--- src/sv/morton_order_point_sorter_macros.svh ---
// Assertion macros shared by the Morton order point sorter RTL.
`ifndef MORTON_ORDER_POINT_SORTER_MACROS_SVH
`define MORTON_ORDER_POINT_SORTER_MACROS_SVH

// ante implies cons on the same edge
`define MOPS_ASSERT_IMPL(lbl, ante, cons, msg) \
    lbl: assert property (@(posedge clk) disable iff (!rst_n) (ante) |-> (cons)) \
        else $error(msg);

// expr never holds
`define MOPS_ASSERT_NEVER(lbl, expr, msg) \
    `MOPS_ASSERT_IMPL(lbl, 1'b1, !(expr), msg)

`endif

--- src/sv/mops_pkg.sv ---
// Types and bit interleave functions for the Morton order point sorter.
package mops_pkg;

    localparam int COORD_W = 16;
    localparam int CODE_W  = 32;

    typedef logic [COORD_W-1:0] coord_t;
    typedef logic [CODE_W-1:0]  code_t;

    typedef struct packed {
        logic  vld;
        code_t key;
    } link_t;

    function automatic code_t spread16(input coord_t v);
        code_t r;
        r = {16'h0000, v};
        r = (r ^ (r << 8)) & 32'h00ff00ff;
        r = (r ^ (r << 4)) & 32'h0f0f0f0f;
        r = (r ^ (r << 2)) & 32'h33333333;
        r = (r ^ (r << 1)) & 32'h55555555;
        return r;
    endfunction

    function automatic coord_t gather16(input code_t v);
        code_t r;
        r = v & 32'h55555555;
        r = (r ^ (r >> 1)) & 32'h33333333;
        r = (r ^ (r >> 2)) & 32'h0f0f0f0f;
        r = (r ^ (r >> 4)) & 32'h00ff00ff;
        r = (r ^ (r >> 8)) & 32'h0000ffff;
        return r[COORD_W-1:0];
    endfunction

    function automatic code_t interleave(input coord_t xv, input coord_t yv);
        return (spread16(yv) << 1) | spread16(xv);
    endfunction

endpackage

--- src/sv/mops_cell.sv ---
// Insertion sort cell: keeps smaller code, passes larger right, or shifts left.
module mops_cell (
    input  logic           clk,
    input  logic           rst_n,
    input  mops_pkg::link_t link_in,
    output mops_pkg::link_t link_out,
    input  logic           shift,
    input  logic           right_full,
    input  mops_pkg::code_t right_key,
    output logic           full,
    output mops_pkg::code_t key
);
    import mops_pkg::*;

    logic  full_reg;
    logic  full_next;
    code_t key_reg;
    code_t key_next;
    logic  pass_vld_reg;
    logic  pass_vld_next;
    code_t pass_key_reg;
    code_t pass_key_next;

    always_comb
    begin
        full_next     = full_reg;
        key_next      = key_reg;
        pass_vld_next = 1'b0;
        pass_key_next = pass_key_reg;
        if (shift)
        begin
            full_next = right_full;
            key_next  = right_key;
        end
        else if (link_in.vld)
        begin
            if (!full_reg)
            begin
                full_next = 1'b1;
                key_next  = link_in.key;
            end
            else if (link_in.key < key_reg)
            begin
                key_next      = link_in.key;
                pass_vld_next = 1'b1;
                pass_key_next = key_reg;
            end
            else
            begin
                pass_vld_next = 1'b1;
                pass_key_next = link_in.key;
            end
        end
    end

    always_ff @(posedge clk or negedge rst_n)
    begin
        if (!rst_n)
        begin
            full_reg     <= 1'b0;
            pass_vld_reg <= 1'b0;
        end
        else
        begin
            full_reg     <= full_next;
            pass_vld_reg <= pass_vld_next;
        end
    end

    always_ff @(posedge clk)
    begin
        key_reg      <= key_next;
        pass_key_reg <= pass_key_next;
    end

    assign full         = full_reg;
    assign key          = key_reg;
    assign link_out.vld = pass_vld_reg;
    assign link_out.key = pass_key_reg;

endmodule

--- config.mk ---
export PLATFORM = sky130hd
export DESIGN_NAME = mops_cell
export DESIGN_NICKNAME = d
export VERILOG_FILES = /design/src/sv/morton_order_point_sorter_macros.svh /design/src/sv/mops_pkg.sv /design/src/sv/mops_cell.sv
export SDC_FILE = /design/constraint.sdc
export NUM_CORES = 1
export LEC_CHECK = 0
export BUFFER_PORTS_ARGS = -buffer_cell sky130_fd_sc_hd__buf_2
export CAP_MARGIN = 20
export CORE_MARGIN = 5
export CORE_UTILIZATION = 54
export DETAILED_ROUTE_END_ITERATION = 10
export GPL_TIMING_DRIVEN = 0
export PLACE_DENSITY = 0.86
export SLEW_MARGIN = 30
export SYNTH_ARGS = -nofsm -noshare
export SYNTH_HDL_FRONTEND = slang
export SYNTH_SLANG_ARGS = --single-unit
--- constraint.sdc ---
create_clock -name clk -period 5.9 [get_ports clk]
set_clock_uncertainty 0.2 [all_clocks]
set_input_delay 1.18 -clock clk [delete_from_list [all_inputs] [get_ports clk]]
set_output_delay 1.18 -clock clk [all_outputs]
set_load 0.05 [all_outputs]
==> metrics.cfg <==
[synthesis]
synth_top_family_by_area = multiplexers
synth-adder-area-share = 0.105
yosysUniqueCellTypes = 30
ys_seq_area_frac = 0.534
synthTopCellsByCount = edfxtp_1 (64), inv_1 (34), mux2_2 (32)
synthCells = 257
yosys.area.top_type = edfxtp_1
syn_area_um2 = 3690
synth-simple-area-share = 0.0352
synth_edf_count = 64
ys_warn_count = 0
synth-compound-area-share = 0.0508
synthArstFlopShare = 0.0303
synth_mux_area_frac = 0.226
syn_nets = 357
synth_top_area_frac = 0.520
synth_xor_area_frac = 0
synth_seq_cells = 66
synth.most_common_cell = edfxtp_1
avgSynthCellArea_um2 = 14.4
synth_area_leaders = edfxtp_1 (52%), mux2_4 (12%), ha_1 (10%)
synth_ff_type = edfxtp_1

[die]
core_um2 = 6720
rows = 30
start_util = 0.550
dieWidth_um = 92.7
fp.dieArea_um2 = 8600
ios = 135
die_h_um = 92.7

[clock_tree]
cts_tree = built
clockBufferDepth = 2
clock-sinks = 66
clk_pin_slew_ps = 60
cts_max_level = 3
clock_latency_ps = 340
cts_buffers = 9
cts_resized = 0
post_cts_buffers = 0
root_buffer = clkbuf_8
hold_buffers = 0

[setup_path]
path_delay_family = compound AO/OA/AOI/OAI gates
crit_end = key[15]
r2r_end = key[15]
worst_path_max_delay_cell = a211o_2
setup.worst_path.start_class = input port
slowest_delay_ps = 640
crit_chain = buf_2 > ha_1 > nand4_1 > o311a_1 > o41ai_2 > a211oi_1 > a211o_2
worst-path-buf-inv = 1
crit_type = input port to flop
r2r_cells = 7
worstReg2RegStart = key[7]
cp.required_ps = 5680
cp.depth = 7
path_max_fanout = 32
crit_path_end_kind = flop
worstPathArrival_ps = 3320
r2r_setup_slack_ps = 2880
crit_start = link_in[7]

[detailed_routing]
avgViaCountPerCell = 5.21
drc_errors = 0
dr_total_vias = 2551
postRouteAntennaNets = 0
totalWireLength_um = 8130
firstDrtPassIters = 4
wl_per_cell_um = 16.6
drt_iter0_drc = 87

[global_routing]
grt_pass1_wl_um = 12900
use_met3 = 0.0349
grt.overflow.total = 0
grt_max_degree = 33
grt_pass1_vias = 2656
antenna_found_initial = 0
grtUsageMet2 = 0.346
grt_usage = 0.195
grt.busiest_layer = met2
use_met1 = 0.230

[placed_design]
placed_area_um2 = 4500
gp_congestion = 0.759
place_hpwl_um = 6360
port-buffer-count = 133

[power_and_ir_drop]
worst_ir_drop_vdd_mv = 0.158
cellPowerDensity_nw_per_um2 = 301
p_leak_nw = 2.24

[timing]
slew_viol_final = 0
rsz0062_at_grt = false
fin_crit_sh = 0.601
setup_viol = 0
holdWs_ps = 377
tightestPinTransition_ps = 772
hold_viol_final = 0
slew_headroom = 0.485
clock.fmax_ghz = 0.282
fin_crit_ps = 3550

[cells_and_area]
fin_area_um2 = 4710
seqCellArea_um2 = 1970
multi_input_area_um2 = 1550
layout.nets = 505
drive_gt1_frac = 0.544
diodes = 0
area_delta_synth_final_pct = 27.5
n_fill_cell = 493

[outcome]
status = finished clean

[worst_hold_path]
min_path_type = flop to flop

[flow_run]
drv_cap = 0

==> final cells by class <==
cell class                 instances  share of cell area
multi-input combinational        149               0.328
tap                               80              0.0213
clock inverter                     6              0.0173
inverter                          34              0.0271
sequential                        66               0.419
timing repair buffer             137               0.149
clock buffer                      10              0.0271
buffer                             8              0.0120
==> kinds of logic (layout without fill, tap and decap cells) <==
logic type,count (synthesis),after routing
adders and majority gates,31,31
and+or+nand+nor,26,26
DFF,66,66
muxes,64,64
AOI/OAI and AO/OA,28,28
buffers and inverters,42,195
==> per-layer routing <==
metal	wire (um)	vias up
met5	0	-
met4	172	0
met3	416	19
met2	4210	80
met1	3320	1198
li1	-	1254
==> how the worst min path moves through the flow <==
stage	from	to	slack, ps	cells past startpoint
after CTS	full	full	380	2
final	full	full	380	2
after global placement	full	pass_vld_reg	370	2
after global routing	rst_n	full	410	1
after detailed placement	full	full	370	2
after floorplan	full	full	600	2
==> worst reg2reg max path, cell delays in order (launching register included) <==
cell	delay (ps)
edfxtp_1	380
inv_1	60
ha_1	310
nand4_1	100
o311a_1	380
o41ai_2	440
a211oi_1	140
a211o_2	640
==> power by group <==
part | switching [W] | total, W | internal [W]
sequential | 0.0000217 | 0.000592 | 0.000570
combinational | 0.000256 | 0.000420 | 0.000163
clock | 0.000170 | 0.000405 | 0.000235
==> through the flow <==
stage                     cells   util  power, W  setup TNS [ps]  setup slack (ps)
after floorplan             257      -  0.000918               0              1340
after global placement      470  0.664   0.00101            -324             -11.2
after detailed placement    474  0.670   0.00103               0              1960
final                       490  0.701   0.00142               0              2350
after global routing        490  0.701   0.00149               0              2230
after CTS                   490  0.701   0.00143               0              2310
==> placed cells by master, fill, tap and decap left out, drive strengths merged, types with 3 or more instances in the layout <==
| cell | synthesis | layout |
|---|---|---|
| nor2 | 5 | 5 |
| edfxtp | 64 | 64 |
| a21oi | 13 | 13 |
| clkbuf | 4 | 14 |
| ha | 31 | 31 |
| nand4 | 5 | 5 |
| nand2 | 9 | 9 |
| inv | 34 | 34 |
| mux2 | 64 | 64 |
| clkinv | 0 | 3 |
| o21ai | 5 | 5 |
| buf | 4 | 141 |
Power figures use the tool's default switching activity.
